### src/sact_pkg.sv
`timescale 1ns / 1ps

package sact_pkg;

  // geometry of the tag store
  localparam int NUM_SETS  = 64;
  localparam int NUM_WAYS  = 4;
  localparam int TAG_WIDTH = 52;

  // fixed field widths of the channels
  localparam int OP_W     = 3;
  localparam int SET_W    = 6;
  localparam int WAY_W    = 2;
  localparam int TAG_IN_W = 52;

  // derived sizes
  localparam int ENTRIES = NUM_SETS * NUM_WAYS;
  localparam int IDX_W   = (ENTRIES > 1) ? $clog2(ENTRIES) : 1;
  localparam int CNT_W   = (NUM_WAYS > 1) ? $clog2(NUM_WAYS) : 1;
  localparam int SIDX_W  = (NUM_SETS > 1) ? $clog2(NUM_SETS) : 1;

  // operation codes
  localparam logic [OP_W-1:0] OP_LOOKUP   = 3'd0;
  localparam logic [OP_W-1:0] OP_INV_WAY  = 3'd1;
  localparam logic [OP_W-1:0] OP_INV_ADDR = 3'd2;
  localparam logic [OP_W-1:0] OP_INV_ALL  = 3'd3;
  localparam logic [OP_W-1:0] OP_LOAD     = 3'd4;

  typedef logic [TAG_WIDTH-1:0] tag_t;
  typedef logic [IDX_W-1:0]     idx_t;
  typedef logic [SIDX_W-1:0]    sidx_t;
  typedef logic [NUM_WAYS-1:0]  vword_t;

endpackage

### src/sact_way_cmp.sv
`timescale 1ns / 1ps

module sact_way_cmp
  import sact_pkg::*;
(
  input  logic entry_valid,
  input  tag_t entry_tag,
  input  tag_t ref_tag,
  output logic match
);

  // one way matches when it holds a valid copy of the tag
  assign match = entry_valid && (entry_tag == ref_tag);

endmodule

### config.mk
export PLATFORM = sky130hd
export DESIGN_NAME = sact_way_cmp
export DESIGN_NICKNAME = d
export VERILOG_FILES = /design/src/sact_pkg.sv /design/src/sact_way_cmp.sv
export SDC_FILE = /design/constraint.sdc
export NUM_CORES = 1
export LEC_CHECK = 0
export ABC_CLOCK_PERIOD_IN_PS = 900
export BUFFER_PORTS_ARGS = -buffer_cell sky130_fd_sc_hd__buf_2
export CAP_MARGIN = 25
export CORE_UTILIZATION = 28
export DETAILED_ROUTE_END_ITERATION = 10
export PLACE_DENSITY = 0.86
export SLEW_MARGIN = 30
export SYNTH_ARGS = -nofsm -noshare
export SYNTH_HDL_FRONTEND = slang
export SYNTH_SLANG_ARGS = --single-unit
export TNS_END_PERCENT = 1
### constraint.sdc
create_clock -name vclk -period 0.9
set_input_delay 0.045 -clock vclk [all_inputs]
set_output_delay 0.045 -clock vclk [all_outputs]
set_load 0.005 [all_outputs]
[After elaboration in Yosys (flattened, before gate mapping)]
Index checks and enable logic that the tools add are counted.
Operators by class
  reductions and logical operators: 1
  eq/ne operators: 1
Operators with widths (count)
  52-bit == test: 1
  1-bit logical AND: 1
Storage, ports and cells
  register bits after elaboration: 0

[Logic depth before layout (Yosys ltp)]
Gate-level depths: netlist of run 1.
  word-level depth: 2
  gate-level depth with buffers: 4
  mapped depth without buffers: 4

[Worst setup path after synthesis of run 1]
OpenSTA, ideal clock, no wires.
  kind: input to output
  from: input port ref_tag[46]
  to: output port match
  data arrival time: 872 ps
  cell stages on the path: 4
  path buffers: 0
  setup slack: -17 ps
  cell sequence: xnor2_1 > nand4_1 > or3_1 > nor4_2
On the way
  cells in the longest elaborated chain, start to end: 2
Ends and longest elaborated chain
  from (decl): line sact_way_cmp.sv:8  | input tag_t ref_tag,
  52-bit == test: line sact_way_cmp.sv:13  | assign match = entry_valid && (entry_tag == ref_tag);
  1-bit logical AND: line sact_way_cmp.sv:13
  to (decl): line sact_way_cmp.sv:9  | output logic match
Every way passes these cells.

[Final worst setup path of run 1]
  from: input port ref_tag[13]
  to: output port match
The elaborated chain is that of the path after synthesis.

==> results of run 1 <==
## cell type report
type               instances  area share
multi-input cells         70       0.510
well taps                 27      0.0287
repair buffers           106       0.462
## critical path: cells and delay by family
kind	cells	cell delay, ns
xor gates and xnor gates	1	0.16
and+or+nand+nor	3	0.68
buffers and inverters	2	0.25
## per-layer routing
| layer | share of wire | track usage | up-vias | wire [um] |
|---|---|---|---|---|
| met5 | 0 | 0 | - | 0 |
| met4 | 0 | 0 | 0 | 0 |
| met3 | 0.11 | 0.00385 | 0 | 203 |
| met2 | 0.58 | 0.342 | 56 | 1070 |
| met1 | 0.31 | 0.124 | 390 | 582 |
| li1 | - | - | 456 | - |
## per-stage QoR
stage	instances	total power, mW	setup WS, ns
CTS	203	0.461	-0.314
global placement	203	0.435	-0.378
floorplan	70	0.167	-0.00866
finish	203	0.466	-0.293
global route	203	0.522	-0.415
detailed placement	203	0.445	-0.388
## worst paths after layout
check,startpoint,end,slack [ns],cells past startpoint
worst max-delay path,ref_tag[13],match,-0.29,6
worst min-delay path,entry_valid,match,0.51,5
## where the power goes
| part | internal [mW] | total (mW) | switching [mW] | leakage, nW |
|---|---|---|---|---|
| sequential | 0 | 0 | 0 | 0 |
| clock | 0 | 0 | 0 | 0 |
| combinational | 0.281 | 0.466 | 0.186 | 0.654 |
| total | 0.281 | 0.466 | 0.186 | 0.654 |
## Yosys cell counts
| library cell | n | area share |
|---|---|---|
| nand4_1 | 4 | 0.044 |
| nor3_1 | 1 | 0.0087 |
| nor4_1 | 11 | 0.12 |
| nor4_2 | 1 | 0.022 |
| or3_1 | 1 | 0.011 |
| xnor2_1 | 3 | 0.046 |
| xor2_1 | 49 | 0.75 |
## kinds of logic (layout without fill, tap and decap cells)
group / count (synthesis) / count (layout) / share of synthesized area
XOR/XNOR: 52 / 52 / 0.795
AND/OR/NAND/NOR: 18 / 18 / 0.205
buffers and inverters: 0 / 106 / 0
## repair_timing
item,CTS,global route
setup endpoints to repair,1,1
gates resized for setup,4,2
pin swaps,10,0
gates cloned,0,0
==> impl_metrics.json, run 1 <==
{
  "status": "finished, violations left",
  "violations": "setup timing",
  "setup_tns_ns": -0.293,
  "hold_buffers": 0,
  "viasPerCell": 4.44,
  "grt_usage": 0.141,
  "endpoint_kind": "primary output",
  "powerDensity_nw_per_um2": 397,
  "gp_congestion": 0.625,
  "seq_area_um2": 0,
  "drt_iter0_drc": 2,
  "seq_area_frac_synth": 0,
  "final_cell_mix": "104 x buf_2, 49 x xor2_1, 8 x nor4_1, 4 x nand4_1, 4 x nor4_2",
  "die_w_um": 47.2,
  "coreArea_um2": 1940,
  "start_util": 0.295,
  "fin_ws_ns": -0.293,
  "grt_pass1_wl_um": 2350,
  "synth_cell_types": 7,
  "rsz0062_at_grt": "yes",
  "path_max_fanout": 1,
  "final_area_um2": 1180,
  "dr.pass1.iters": 2,
  "routedWlPerCell_um": 9.13,
  "die_area_um2": 2230,
  "num_rows": 16,
  "syn_area_um2": 573,
  "relSlewSlack": 0.818,
  "hold_slack_ns": 0.507,
  "syn_area_per_cell_um2": 8.19,
  "antenna_found_initial": 0,
  "ant_nets": 0,
  "vias": 902,
  "crit_required_ns": 0.85,
  "final_common_cell": "buf_2",
  "finalHoldViolCount": 0,
  "fin_crit_ns": 1.19,
  "ir_worst_vdd_v": 0.000215,
  "clock.fmax_mhz": 839,
  "slowest_stage": "nor4_2",
  "hpwl_um": 1690,
  "syn-num-nets": 175,
  "clkbuf_count": 0,
  "grt_start_max_net_pins": 2,
  "grt_pass1_vias": 730,
  "drive_gt1_frac": 0.631,
  "routed_wl_um": 1850,
  "areaGrowthSynthToFinish_pct": 105,
  "multi_input_comb_area_um2": 599,
  "finalSetupViolations": 1,
  "postCtsSetupRepairBufs": 0,
  "nets": 283,
  "pin_count": 106,
  "dpl_cell_area_um2": 1140,
  "grt.overflow.total": 0,
  "seq_cell_count": 0,
  "die_h_um": 47.2,
  "drv_slew": 0,
  "power.leakage_nw": 0.654,
  "n_antenna_cell": 0,
  "final_util": 0.606,
  "tightestPinTransition_ns": 0.270,
  "path_class": "in -> out",
  "cp-start-kind": "primary input",
  "fillers": 185,
  "io_buffers": 106,
  "yosys_warnings": 0,
  "fin_crit_sh": 1.33,
  "slowest_delay_ns": 0.28,
  "drc": 0,
  "min_path_type": "in -> out",
  "worstPathCellList": "buf_2 > xor2_1 > nor4_2 > nand4_1 > nor4_2 > buf_2",
  "worstPathArrival_ns": 1.15,
  "max_cap_viol_count": 0,
  "synthCells": 70
}
Note: power is estimated with default switching activity, not from simulation.
==> inputs of run 2 (changes only) <==
==> constraint.sdc (replaced) <==
create_clock -name vclk -period 0.9
set_input_delay 0.045 -clock vclk [all_inputs]
set_output_delay 0.045 -clock vclk [all_outputs]
set_load 0.1 [all_outputs]
==> run 2 against run 1 <==
The flow still finishes with violations (setup timing); sequential share of layout area stayed put; worst hold slack better by 0.085 ns; first-iteration DRC count grew to 3.5 times the previous value.
==> impl_metrics.json, run 2 (same netlist as run 1, synthesis figures left out) <==
{
  "fillers": 189,
  "finalSetupViolations": 1,
  "clkbuf_count": 0,
  "dp_slack_ns": -0.559,
  "grt.overflow.total": 0,
  "hpwl_um": 1770,
  "cp-startpoint": "ref_tag[33]",
  "final_cell_count_no_fill": 203,
  "seq_cell_count": 0,
  "coreArea_um2": 1940,
  "n_antenna_cell": 0,
  "tightestPinTransition_ns": 0.276,
  "pin_count": 106,
  "drt_iter0_drc": 7,
  "min_path_type": "in -> out",
  "relSlewSlack": 0.815,
  "dp_cells": 203,
  "die_h_um": 47.2,
  "dr.pass1.iters": 4,
  "drv_slew": 0,
  "clock.fmax_mhz": 715,
  "violations": "setup timing",
  "path_class": "in -> out",
  "hold_path.startpoint": "entry_valid",
  "routedWlPerCell_um": 9.25,
  "finalHoldViolCount": 0,
  "rsz0062_at_grt": "yes",
  "worstPathArrival_ns": 1.35,
  "io_buffers": 106,
  "grt_start_max_net_pins": 2,
  "power.leakage_nw": 0.666,
  "routed_wl_um": 1880,
  "viasPerCell": 4.33,
  "max_cap_viol_count": 0,
  "powerDensity_nw_per_um2": 385,
  "fin_ws_ns": -0.498,
  "areaGrowthSynthToFinish_pct": 107,
  "ant_nets": 0,
  "drive_gt1_frac": 0.625,
  "path_max_fanout": 1,
  "num_rows": 16,
  "grt_pass1_vias": 708,
  "drc": 0,
  "vias": 880,
  "start_util": 0.295,
  "cp-start-kind": "primary input",
  "postCtsSetupRepairBufs": 0,
  "crit_required_ns": 0.85,
  "fin_crit_ns": 1.40,
  "status": "finished, violations left",
  "antenna_found_initial": 0,
  "gp_congestion": 0.748,
  "endpoint_kind": "primary output",
  "ir_worst_vdd_v": 0.000226,
  "nets": 283,
  "die_area_um2": 2230,
  "fin_crit_sh": 1.55,
  "grt_pass1_wl_um": 2380,
  "grt_usage": 0.142,
  "multi_input_comb_area_um2": 599,
  "final_cell_mix": "104 x buf_2, 49 x xor2_1, 9 x nor4_1, 4 x nand4_1, 3 x xnor2_1",
  "hold_buffers": 0,
  "final_common_cell": "buf_2",
  "seq_area_um2": 0,
  "die_w_um": 47.2
}
[run 2: cell count changes in the layout (fill, tap and decap cells not counted)]
cell / delta
or3_4: +1
buf_12: +1
xnor2_1: +1
buf_6: -1
nor4_1: +1
nor4_2: -2
nor4_4: +1
xnor2_2: -1
or3_1: -1
[run 2: per-stage QoR]
step | total power, mW | hold slack, ns | setup TNS [ns] | cell area (um2) | util
CTS | 0.457 | 0.595 | -0.499 | 1180 | 0.607
floorplan | 0.169 | 0.398 | -0.863 | 587 | -
global placement | 0.436 | 0.589 | -0.495 | 1170 | 0.601
finish | 0.456 | 0.592 | -0.498 | 1180 | 0.610
detailed placement | 0.446 | 0.595 | -0.559 | 1170 | 0.601
global route | 0.512 | 0.612 | -0.543 | 1180 | 0.610
[run 2: final cells by class]
class,instances,share of cell area
tap,27,0.0285
timing repair buffer,106,0.466
multi-input combinational,70,0.506
[run 2: metal layers]
layer	share of wire	global-route usage	routed length [um]	vias to the layer above
met3	0.12	0.0154	226	0
met1	0.34	0.139	642	368
met4	0	0.0114	0	0
met2	0.54	0.312	1010	56
met5	0	0	0	-
li1	-	-	-	456
[run 2: worst max-delay path, cell delays in order]
cell and delay [ns]:
buf_2 0.10, xor2_1 0.15, nor4_1 0.30, nand4_1 0.19, nor4_4 0.35, buf_12 0.22
[run 2: what timing repair did]
item | CTS | global route
hold endpoints to repair | 0 | 0
gates cloned | 0 | 0
resized for setup | 2 | 1
setup endpoints to repair | 1 | 1
pin swaps | 1 | 8
[run 2: where the power goes]
| part | leakage [nW] | internal (mW) | switching, mW | total [mW] |
|---|---|---|---|---|
| Combinational | 0.666 | 0.275 | 0.181 | 0.456 |
| Sequential | 0 | 0 | 0 | 0 |
| Clock | 0 | 0 | 0 | 0 |
| Total | 0.666 | 0.275 | 0.181 | 0.456 |
[run 2: worst paths after layout]
check | end | depth (start not counted)
worst max-delay path | match | 6
worst min-delay path | match | 5
==> inputs of run 3 (changes only) <==
- CORE_MARGIN: not set -> 2
==> run 3 against run 2 <==
The flow still finishes with violations (setup timing); largest cell class unchanged; largest power group unchanged; first-iteration DRC count decreased by 71%; global-route usage increased by 0.31 points; critical path depth unchanged; critical path type unchanged.
==> impl_metrics.json, run 3 (same netlist as run 1, synthesis figures left out) <==
{
  "status": "finished, violations left",
  "violations": "setup timing",
  "fillers": 182,
  "final_area_um2": 1200,
  "fin_crit_sh": 1.55,
  "clock.fmax_mhz": 717,
  "endpoint_kind": "primary output",
  "worstPathCellList": "buf_6 > xor2_1 > nor4_1 > nand4_1 > nor4_4 > buf_12",
  "grt_pass1_vias": 819,
  "drive_gt1_frac": 0.619,
  "powerDensity_nw_per_um2": 384,
  "rsz0062_at_grt": "yes",
  "antenna_found_initial": 0,
  "setup_tns_ns": -0.494,
  "finalHoldViolCount": 0,
  "slowest_delay_ns": 0.33,
  "grt_pass1_wl_um": 2970,
  "clkbuf_count": 0,
  "hpwl_um": 1800,
  "die_w_um": 49.2,
  "path_class": "in -> out",
  "coreArea_um2": 1940,
  "viasPerCell": 4.29,
  "crit_required_ns": 0.85,
  "vias": 871,
  "slowest_stage": "nor4_4",
  "final_cell_count_no_fill": 203,
  "dp_cells": 203,
  "dr.pass1.iters": 3,
  "n_antenna_cell": 0,
  "die_h_um": 49.2,
  "drc": 0,
  "final_cell_mix": "101 x buf_2, 49 x xor2_1, 10 x nor4_1, 4 x nand4_1, 4 x buf_6",
  "pin_count": 106,
  "drt_iter0_drc": 2,
  "path_max_fanout": 1,
  "gp_congestion": 0.682,
  "io_buffers": 106,
  "ant_nets": 0,
  "final_common_cell": "buf_2",
  "min_path_type": "in -> out",
  "seq_area_um2": 0,
  "worstPathArrival_ns": 1.35,
  "fin_ws_ns": -0.494,
  "finalSetupViolations": 1,
  "areaGrowthSynthToFinish_pct": 109,
  "multi_input_comb_area_um2": 593,
  "start_util": 0.295,
  "fin_crit_ns": 1.39,
  "drv_slew": 0,
  "die_area_um2": 2420,
  "dpl_cell_area_um2": 1170,
  "cp-start-kind": "primary input",
  "grt.overflow.total": 0,
  "grt_usage": 0.145,
  "power.leakage_nw": 0.672,
  "hold_slack_ns": 0.578,
  "routedWlPerCell_um": 9.44,
  "num_rows": 16,
  "postCtsSetupRepairBufs": 0,
  "tightestPinTransition_ns": 0.340,
  "ir_worst_vdd_v": 0.000230,
  "seq_cell_count": 0,
  "nets": 283,
  "routed_wl_um": 1920,
  "max_cap_viol_count": 0,
  "grt_start_max_net_pins": 2,
  "relSlewSlack": 0.771
}
## run 3: worst max-delay path: cells and delay by family
kind	cells	cell delay [ns]
XOR/XNOR	1	0.14
buffers and inverters	2	0.30
AND/OR/NAND/NOR	3	0.85
## run 3: what timing repair did
action                     4_1_cts  5_1_grt
setup endpoints to repair        1        1
resized for setup                3        2
hold buffers                     0        0
pin swaps                        1        1
## run 3: through the flow
| step | total power [mW] | utilization | setup slack, ns |
|---|---|---|---|
| 2_1_floorplan | 0.169 | - | -0.863 |
| 3_3_place_gp | 0.436 | 0.601 | -0.514 |
| 3_5_place_dp | 0.446 | 0.601 | -0.505 |
| 4_1_cts | 0.456 | 0.610 | -0.494 |
| 5_1_grt | 0.513 | 0.617 | -0.564 |
| 6_report | 0.460 | 0.617 | -0.494 |
## run 3: where the power goes
part,switching [mW],internal [mW],total [mW]
sequential,0,0,0
combinational,0.178,0.282,0.460
clock,0,0,0
## run 3: cell type report
class	instances	share of cell area
timing repair buffer	106	0.476
tap	27	0.0282
multi-input combinational	70	0.495
## run 3: path summary, 6_finish.rpt
check	cells past startpoint	startpoint	endpoint
setup / recovery	6	entry_tag[30]	match
hold / removal	5	entry_valid	match
## run 3: metal layers
metal,part of all wire,global-route usage,wire (um),vias to the layer above
met4,0,0,0,0
met2,0.54,0.324,1040,57
met5,0,0,0,-
met1,0.33,0.137,623,358
met3,0.13,0.0245,247,0
li1,-,-,-,456
