<file path="config.mk">
export PLATFORM = sky130hd
export DESIGN_NAME = sact_ram
export DESIGN_NICKNAME = d
export VERILOG_FILES = /design/src/sact_ram.sv
export SDC_FILE = /design/constraint.sdc
export NUM_CORES = 1
export LEC_CHECK = 0
export ABC_CLOCK_PERIOD_IN_PS = 2300
export BUFFER_PORTS_ARGS = -buffer_cell sky130_fd_sc_hd__buf_4
export CAP_MARGIN = 40
export CELL_PAD_IN_SITES_DETAIL_PLACEMENT = 1
export CELL_PAD_IN_SITES_GLOBAL_PLACEMENT = 2
export CORE_MARGIN = 4
export CORE_UTILIZATION = 48
export CTS_CLUSTER_DIAMETER = 50
export CTS_CLUSTER_SIZE = 30
export DETAILED_ROUTE_END_ITERATION = 10
export GPL_TIMING_DRIVEN = 1
export PLACE_DENSITY_LB_ADDON = 0.05
export SETUP_SLACK_MARGIN = 0.4
export SLEW_MARGIN = 20
export SYNTH_ARGS = -nofsm -noshare
export SYNTH_HDL_FRONTEND = slang
export SYNTH_SLANG_ARGS = --single-unit
export TNS_END_PERCENT = 30
</file>
<file path="constraint.sdc">
create_clock -name clk -period 2.3 [get_ports clk]
set_input_delay 0.23 -clock clk [delete_from_list [all_inputs] [get_ports clk]]
set_output_delay 0.23 -clock clk [all_outputs]
set_load 0.005 [all_outputs]
</file>
<file path="src/sact_ram.sv">
`timescale 1ns / 1ps

module sact_ram #(
  parameter int WIDTH = 8,
  parameter int DEPTH = 16
) (
  input  logic                                     clk,
  input  logic                                     en,
  input  logic                                     we,
  input  logic [((DEPTH > 1) ? $clog2(DEPTH) : 1)-1:0] addr,
  input  logic [WIDTH-1:0]                         wdata,
  output logic [WIDTH-1:0]                         rdata
);

  logic [WIDTH-1:0] mem [DEPTH];

  // single port, registered read
  always_ff @(posedge clk) begin
    if (en) begin
      if (we) begin
        mem[addr] <= wdata;
      end else begin
        rdata <= mem[addr];
      end
    end
  end

endmodule

</file>
Word-level counts from Yosys, hierarchy flattened --
Memory sizes are Yosys's and may differ from the RTL's. A register that Yosys moved wholly into a read port is not among the register bits. Cells that the tools add are included.
Word-level totals: word-level logic and storage cells 6, input port bits 15, bits in registers 0, bits in writable memories 128, memories 1, output and inout bits 8
Memory list:
- mem | words 16, width 8, rd ports 1, clocked after memory_dff 1, write ports 1, RTL line 15 | logic [WIDTH-1:0] mem [DEPTH];
Cells by class: bitwise operators 1, reduce and logical (&&, ||, !) cells 1, multiplexer cells 3
Operators with widths (count):
- $mux W1 | 3
- $reduce_and A2 Y1 | 1
- $not A1 Y1 | 1

Depth between registers and ports, before layout --
Gate-level depths: netlist of the first run.
depth after elaboration 3, mapped depth 5, depth with buffers taken out 3

Worst setup path before layout of the first run --
No wires, ideal clock.
path kind input -> register, from input addr[0] (netlist bit), to memory mem[0][0], enable pin, setup time 0.383 ns, data arrival time 1.569 ns, stages on the path 4, data required time 1.917 ns, slack 0.348 ns, path buffers 2, cell sequence buf_6 -> buf_2 -> or3_1 -> nor3_1
RTL lines:
- start, declared | RTL line 10 | input logic [((DEPTH > 1) ? $clog2(DEPTH) : 1)-1:0] addr,
- end, declared | RTL line 15
Straight into the memory's write port.

==> flow_summary.yaml, run 1 <==
timing:
  rsz0062_at_grt: "no"
  drv_slew: 0
  hold_viol: 0
  worst_slew_pin_slew_ps: 780.3
  period_needed_ps: 1663
  period_share: 0.7230
  worst_slack_ps: 637.2
  setup_viol: 0
  fmax_mhz: 601.4
  fin_tns_setup_ps: 0
  finalClockSkew_ps: 5.347
  slew_headroom: 0.4787
cells_and_area:
  area_growth_pct: 19.92
  instances_no_fill: 436
  drive_gt1_frac: 0.3000
  antenna_cells: 0
  fin_nets: 302
  fin_area_um2: 6281
logic_synthesis:
  yosys.area.top_type_share: 0.7797
  syn_area_um2: 5238
  ys_ff_latch: 136
  synth_area_leader_cell: "edfxtp_1"
  ys_types: 18
  synthesis.instances: 234
  yosysWarnings: 0
  synth-seq-area-share: 0.7797
  synth_nets: 249
  synth_area_leaders: "edfxtp_1 78%, mux4_1 8.0%, mux4_2 6.9%, a22oi_1 2.3%, nor2_1 0.93%"
  syn_area_per_cell_um2: 22.38
clock_tree:
  holdBufCountCts: 0
  cts-root-buf: "clkbuf_8"
  postCtsSetupRepairBufs: 0
  clock_latency_ps: 510
  cts_resized: 0
  cts_tree: "yes"
  cts_buffer_depth: 2
  cts_buffers: 17
  htree_levels: 4
  path_clk_slew_ps: 60
  clock-sinks: 136
worst_setup_path:
  worst_ep_arrival_time_ps: 1920
  cp-end-kind: "flip-flop"
  start_kind: "flip-flop"
  cp_data_required_time_ps: 2550
  path_class: "reg -> reg"
  worstPathMaxFanout: 1
die:
  initial_utilization: 0.5006
  row_count: 37
  die_y_um: 112.5
  dieArea_um2: 12650
  coreArea_um2: 10460
  die_w_um: 112.5
  io-pin-count: 23
place:
  pre_cts_ws_ps: 128.3
  place.gp.congestion: 0.7518
  place_inst: 404
  io_buffer_count: 22
  place_area_um2: 5699
  dpl.hpwl_um: 7114
detailed_routing:
  route.detailed.drc: 0
  drt_pass1_iterations: 4
  wl_per_cell_um: 26.29
  vias_per_cell: 5.810
  ant_nets: 0
  totalWireLength_um: 11460
  routed-via-count: 2533
  initialDrtViolationCount: 194
grt:
  grt_pass1_wl_um: 17330
  antenna_found_initial: 0
  grt-ovfl-total: 0
  grt_max_degree: 37
  grt_util_all_layers: 0.1964
  grt_pass1_vias: 2675
pwr:
  irDropWorstVdd_mv: 0.6276
  powerDensity_nw_per_um2: 905.8
  p_leak_nw: 2.142
worst_hold_path:
  hold_class: "in -> reg"
job:
  cap_violations: 0
status:
  outcome: "finished, final reports clean"
## cell usage after synthesis
| cell type | n |
|---|---|
| buf_6 | 2 |
| and2_1 | 1 |
| mux4_1 | 16 |
| a22oi_1 | 16 |
| buf_2 | 3 |
| clkbuf_1 | 5 |
| or3_1 | 1 |
| edfxtp_1 | 136 |
| nand2_1 | 10 |
| nor3_1 | 4 |
| nand4_1 | 1 |
| nor2b_1 | 3 |
| nand2b_1 | 2 |
| buf_8 | 1 |
| buf_1 | 2 |
| nand4b_1 | 2 |
| nor2_1 | 13 |
| mux4_2 | 16 |
## cell families after synthesis
group	count (synthesis)	synth area share
DFF	136	0.7797
and+or+nand+nor	37	0.03321
muxes	32	0.1491
AOI/OAI and AO/OA	16	0.02293
buffers and inverters	13	0.01505
## per-layer routing
metal | wire length, µm | track usage | vias to the layer above
li1 | - | - | 1106
met1 | 5007 | 0.2879 | 1313
met2 | 5377 | 0.2872 | 98
met3 | 878 | 0.05499 | 16
met4 | 198 | 0.06651 | 0
met5 | 0 | 0 | -
## stage by stage
| stage | hold slack, ps | utilization | power, mW |
|---|---|---|---|
| detailed placement | 569.0 | 0.5447 | 3.079 |
| global placement | 564.8 | 0.5447 | 3.072 |
| global route | 30.39 | 0.6003 | 5.908 |
| finish | 48.05 | 0.6003 | 5.689 |
| floorplan | 328.9 | - | 2.957 |
| CTS | 21.44 | 0.6003 | 5.747 |
## power breakdown
part | switching, mW | internal (mW)
sequential | 0.00955 | 2.77
clock | 0.924 | 1.74
combinational | 0.148 | 0.104
total | 1.08 | 4.61
## critical path: stages (launching register included)
cell and delay (ps):
edfxtp_1 400, mux4_1 520, a22oi_1 390, nand2_1 90
## cell usage in the layout (no fill, tap or decap), types with 3 or more instances in the layout
| cell type | count |
|---|---|
| nor2b_1 | 3 |
| nand2_1 | 10 |
| bufinv_16 | 4 |
| mux4_2 | 16 |
| a22oi_1 | 16 |
| clkbuf_1 | 3 |
| edfxtp_1 | 136 |
| clkbuf_16 | 16 |
| mux4_1 | 16 |
| clkinv_1 | 3 |
| nor2_1 | 13 |
| nor3_1 | 3 |
| buf_4 | 46 |
| clkinv_2 | 5 |
## registers in the layout (all words and copies together), names as in the netlist
name,count
mem,128
rdata,8
## cell type report
type                       count  area [µm²]
fill                         909        4182
sequential                   136        4084
multi-input combinational     85        1080
clock buffer                  20       425.4
timing repair buffer          47       365.4
tap                          136       170.2
clock inverter                12       156.4
## worst paths after layout
check	from	to	slack, ps	cells after the start
min	wdata[4]	mem[3][4]	50	1
min reg2reg	mem[15][6]	rdata[6]	760	3
max reg2reg	mem[1][0]	rdata[0]	640	3
max	mem[1][0]	rdata[0]	640	3
(Power assumes the default switching activity.)
==> run 2, diff against run 1 <==
--- a/config.mk
+++ b/config.mk
@@ -5,7 +5,7 @@
 export SDC_FILE = /design/constraint.sdc
 export NUM_CORES = 1
 export LEC_CHECK = 0
-export ABC_CLOCK_PERIOD_IN_PS = 2300
+export ABC_CLOCK_PERIOD_IN_PS = 1600
 export BUFFER_PORTS_ARGS = -buffer_cell sky130_fd_sc_hd__buf_4
 export CAP_MARGIN = 40
 export CELL_PAD_IN_SITES_DETAIL_PLACEMENT = 1
==> constraint.sdc (replaced) <==
create_clock -name clk -period 1.6 [get_ports clk]
set_input_delay 0.16 -clock clk [delete_from_list [all_inputs] [get_ports clk]]
set_output_delay 0.16 -clock clk [all_outputs]
set_load 0.005 [all_outputs]
==> run 2 against run 1 <==
  * Critical path depth unchanged
  * First-iteration DRC count down 7.2%
  * Sequential cell count unchanged
  * Combinational power up 80%
  * Clock skew about the same
  * Critical endpoint unchanged
  * Hold slack better by 110 ps
  * Non-clock buffer count up 22
==> flow_summary.yaml, run 2 (synthesis results as in run 1) <==
grt:
  grt_pass1_vias: 2859
  grt-ovfl-total: 0
  grt_pass1_wl_um: 18170
  grt_util_all_layers: 0.2031
  grt_max_degree: 22
  antenna_found_initial: 0
detailed_routing:
  route.detailed.drc: 0
  ant_nets: 0
  routed-via-count: 2563
  totalWireLength_um: 11670
  wl_per_cell_um: 25.47
  vias_per_cell: 5.596
  drt_pass1_iterations: 4
  initialDrtViolationCount: 180
clock_tree:
  htree_levels: 4
  postCtsSetupRepairBufs: 0
  clock_latency_ps: 510
  cts-root-buf: "clkbuf_8"
  path_clk_slew_ps: 60
  cts_tree: "yes"
  clock-sinks: 136
  cts_buffers: 17
  cts_buffer_depth: 2
timing:
  hold_viol: 0
  setup_viol: 0
  rsz0062_at_grt: "yes"
  period_needed_ps: 1470
  period_share: 0.9185
  worst_slack_ps: 130.4
  drv_slew: 0
  finalClockSkew_ps: 5.420
  worst_slew_pin_slew_ps: 856.7
  worst_hold_slack_ps: 160.1
  slew_headroom: 0.4277
  fmax_mhz: 680.5
die:
  row_count: 37
  initial_utilization: 0.5006
  io-pin-count: 23
  coreArea_um2: 10460
  dieArea_um2: 12650
  die_y_um: 112.5
  die_w_um: 112.5
pwr:
  power_mw: 8.392
  powerDensity_nw_per_um2: 1244
  p_leak_nw: 2.249
  irDropWorstVdd_mv: 0.7202
cells_and_area:
  layout_commonest_cell: "edfxtp_1"
  drive_gt1_frac: 0.4534
  largest_reg_flops: 128
  fin_util: 0.6451
  fin_nets: 324
  regMostFlops: "mem"
  n_fill_cell: 871
  largestRegisters: "mem: 128 flops, rdata: 8 flops"
  layout_common_cells: "136 x edfxtp_1, 46 x buf_4, 28 x mux4_2"
  antenna_cells: 0
  area_growth_pct: 28.86
place:
  place.gp.congestion: 0.7197
  io_buffer_count: 22
  pre_cts_ws_ps: -343.0
  dpl.hpwl_um: 7475
worst_hold_path:
  whs_path_depth: 3
  hold_class: "in -> reg"
worst_setup_path:
  cp_data_required_time_ps: 1860
  ff2ff_path_depth: 3
  start_kind: "flip-flop"
  worst_ep_arrival_time_ps: 1730
  worstPathMaxFanout: 1
  cp-end-kind: "flip-flop"
  path_class: "reg -> reg"
status:
  outcome: "finished, final reports clean"
job:
  cap_violations: 0
## run 2: changes by cell type in the layout (fill, tap and decap cells not counted), sizes merged
cell	before	now
buf	47	61
dlygate4sd3	0	8
clkinv	8	3
clkinvlp	0	3
inv	0	2
## run 2: through the flow
step / area (µm²) / setup TNS (ps) / std cells
final: 6749 / 0 / 458
after global routing: 6749 / 0 / 458
after CTS: 6746 / 0 / 458
after detailed placement: 6055 / -4372 / 418
after global placement: 6055 / -3671 / 418
after floorplan: 5356 / 0 / 234
## run 2: layout make-up
cell class                 instances  area (µm²)  area share
tap                              136       170.2     0.02521
sequential                       136        4084      0.6051
clock buffer                      20       425.4     0.06303
multi-input combinational         85        1170      0.1733
clock inverter                    12       173.9     0.02577
timing repair buffer              69       725.7      0.1075
## run 2: layer usage
metal  wire (µm)  vias up  global-route usage
met5           0        -                   0
met4         140        0             0.07051
met3         509       11             0.04906
met2        5715       69              0.3159
met1        5302     1338              0.2848
li1            -     1145                   -
## run 2: timing repair
item,4_1_cts,5_1_grt
pin swaps,9,3
hold buffers,8,0
setup endpoints to repair,16,16
hold endpoints to repair,128,0
resized for setup,20,4
## run 2: path summary, 6_finish.rpt
| path | start | endpoint | slack [ps] |
|---|---|---|---|
| worst max-delay path | mem[2][0] | rdata[0] | 130 |
| worst min-delay path | we | rdata[5] | 160 |
| worst max register to register | mem[2][0] | rdata[0] | 130 |
| worst min register to register | mem[14][3] | rdata[3] | 760 |
## run 2: power breakdown
part | total (mW) | switching, mW | internal, mW | leakage [nW]
sequential | 3.99 | 0.0143 | 3.98 | 1.23
clock | 3.95 | 1.42 | 2.53 | 0.283
combinational | 0.453 | 0.239 | 0.214 | 0.735
total | 8.39 | 1.67 | 6.72 | 2.25
## run 2: critical path, stage by stage (launching register included)
cell and delay (ps):
edfxtp_1 390, mux4_2 490, a22oi_2 270, nand2_1 90
==> run 3, diff against run 2 <==
--- a/config.mk
+++ b/config.mk
@@ -5,13 +5,13 @@
 export SDC_FILE = /design/constraint.sdc
 export NUM_CORES = 1
 export LEC_CHECK = 0
-export ABC_CLOCK_PERIOD_IN_PS = 1600
+export ABC_CLOCK_PERIOD_IN_PS = 1700
 export BUFFER_PORTS_ARGS = -buffer_cell sky130_fd_sc_hd__buf_4
 export CAP_MARGIN = 40
 export CELL_PAD_IN_SITES_DETAIL_PLACEMENT = 1
 export CELL_PAD_IN_SITES_GLOBAL_PLACEMENT = 2
 export CORE_MARGIN = 4
-export CORE_UTILIZATION = 48
+export CORE_UTILIZATION = 50
 export CTS_CLUSTER_DIAMETER = 50
 export CTS_CLUSTER_SIZE = 30
 export DETAILED_ROUTE_END_ITERATION = 10
==> constraint.sdc (replaced) <==
create_clock -name clk -period 1.7 [get_ports clk]
set_input_delay 0.17 -clock clk [delete_from_list [all_inputs] [get_ports clk]]
set_output_delay 0.17 -clock clk [all_outputs]
set_load 0.005 [all_outputs]
==> run 3 against run 2 <==
  * Sequential share of layout area up 1.1 points
  * Combinational power is 6.6% lower
  * Critical path depth stayed put
  * Die area is 3.7% lower
  * Maximum frequency shrank 0.41%
  * Critical endpoint is now rdata[2]
==> flow_summary.yaml, run 3 (synthesis results as in run 1) <==
place:
  place_area_um2: 5964
  pre_cts_ws_ps: -293.9
  io_buffer_count: 22
  place.gp.congestion: 0.7672
  dpl.hpwl_um: 7804
cells_and_area:
  drive_gt1_frac: 0.4646
  n_fill_cell: 851
  fin_util: 0.6450
  antenna_cells: 0
  layout_commonest_cell: "edfxtp_1"
  regMostFlops: "mem"
  fin_nets: 327
  area_growth_pct: 26.56
  largestRegisters: "mem: 128 flops, rdata: 8 flops"
  largest_reg_flops: 128
  fin_area_um2: 6629
  layout_common_cells: "136 x edfxtp_1, 58 x buf_4, 29 x mux4_2"
worst_setup_path:
  worst_r2r_startpoint: "mem[11][2]"
  path_class: "reg -> reg"
  worst_ep_arrival_time_ps: 1740
  worstPathMaxFanout: 1
  critPathTopFamily: "multiplexers"
  start_kind: "flip-flop"
  regToRegSetupSlack_ps: 220
  slowest_stage: "mux4_2"
  slowest_delay_ps: 530
  worstSetupStartpoint: "mem[11][2]"
  critPathBufInv: 0
  cp-end-kind: "flip-flop"
  cp_data_required_time_ps: 1960
  path_cells: "mux4_2 -> a22oi_2 -> nand2_1"
timing:
  hold_viol: 0
  fin_tns_setup_ps: 0
  worst_hold_slack_ps: 171.3
  period_share: 0.8681
  worst_slack_ps: 224.3
  finalClockSkew_ps: 8.447
  slew_headroom: 0.7182
  setup_viol: 0
  fmax_mhz: 677.6
  rsz0062_at_grt: "yes"
  drv_slew: 0
  worst_slew_pin_slew_ps: 422.7
  period_needed_ps: 1476
pwr:
  powerDensity_nw_per_um2: 1162
  p_leak_nw: 2.228
  irDropWorstVdd_mv: 0.7144
status:
  outcome: "finished, final reports clean"
die:
  dieArea_um2: 12180
  die_w_um: 110.3
  initial_utilization: 0.5096
  io-pin-count: 23
  coreArea_um2: 10280
  die_y_um: 110.3
  row_count: 37
clock_tree:
  postCtsSetupRepairBufs: 0
  cts_buffer_depth: 2
  cts_buffers: 17
  clock-sinks: 136
  path_clk_slew_ps: 60
  cts_tree: "yes"
  clock_latency_ps: 520
  cts-root-buf: "clkbuf_8"
  htree_levels: 4
worst_hold_path:
  hold_class: "in -> reg"
  worstHoldStart: "we"
detailed_routing:
  ant_nets: 0
  route.detailed.drc: 0
  routed-via-count: 2588
  totalWireLength_um: 12120
  wl_per_cell_um: 26.30
  initialDrtViolationCount: 168
  drt_pass1_iterations: 4
  vias_per_cell: 5.614
grt:
  grt_pass1_wl_um: 18080
  grt_pass1_vias: 2850
  grt_max_degree: 26
  antenna_found_initial: 0
  grt_util_all_layers: 0.2241
  grt-ovfl-total: 0
job:
  cap_violations: 0
## run 3: cell count changes in the layout (fill, tap and decap cells not counted)
cell	before	now
buf_12	15	6
buf_4	46	58
bufinv_16	4	3
clkbuf_1	3	0
clkinv_1	1	3
clkinv_2	2	5
clkinv_4	0	1
clkinvlp_4	3	2
inv_6	2	1
mux4_1	4	3
mux4_2	28	29
## run 3: worst paths after layout
kind | endpoint | cells after the start
max | rdata[2] | 3
min | rdata[7] | 3
max reg2reg | rdata[2] | 3
min reg2reg | rdata[1] | 3
## run 3: report_power, final
part           internal (mW)  switching [mW]  total (mW)
Clock                   2.21            1.32        3.53
Sequential              3.74          0.0119        3.75
Combinational          0.186           0.237       0.423
Total                   6.14            1.57        7.71
## run 3: through the flow
stage          total power [mW]  std cells
6_report                  7.706        461
5_1_grt                   8.020        461
4_1_cts                   7.766        459
3_5_place_dp              4.209        421
3_3_place_gp              4.194        421
2_1_floorplan             4.023        234
## run 3: final cells by class
type                       count  area (µm²)  area share
sequential                   136        4084      0.6161
clock inverter                15       158.9     0.02397
multi-input combinational     85        1166      0.1759
clock buffer                  17       414.1     0.06248
timing repair buffer          72       635.6     0.09589
tap                          136       170.2     0.02567
## run 3: timing repair
| item | in CTS | in global routing |
|---|---|---|
| pin swaps | 3 | 2 |
| cloned | 0 | 0 |
| resized for setup | 20 | 5 |
| endpoints found under the setup margin | 8 | 8 |
| endpoints found under the hold margin | 93 | 25 |
| hold buffers | 6 | 2 |
## run 3: per-layer routing
layer	track usage	up-vias	share of wire
met1	0.3041	1357	0.43
li1	-	1147	-
met5	0	-	0
met4	0.07564	0	0.016
met3	0.06174	13	0.040
met2	0.3549	71	0.51
## run 3: worst reg2reg max path, delay by kind of cell, from the launching register on
kind	cells	cell delay (ps)
mux	1	530
flops	1	360
simple gates	1	90
compound gates	1	240
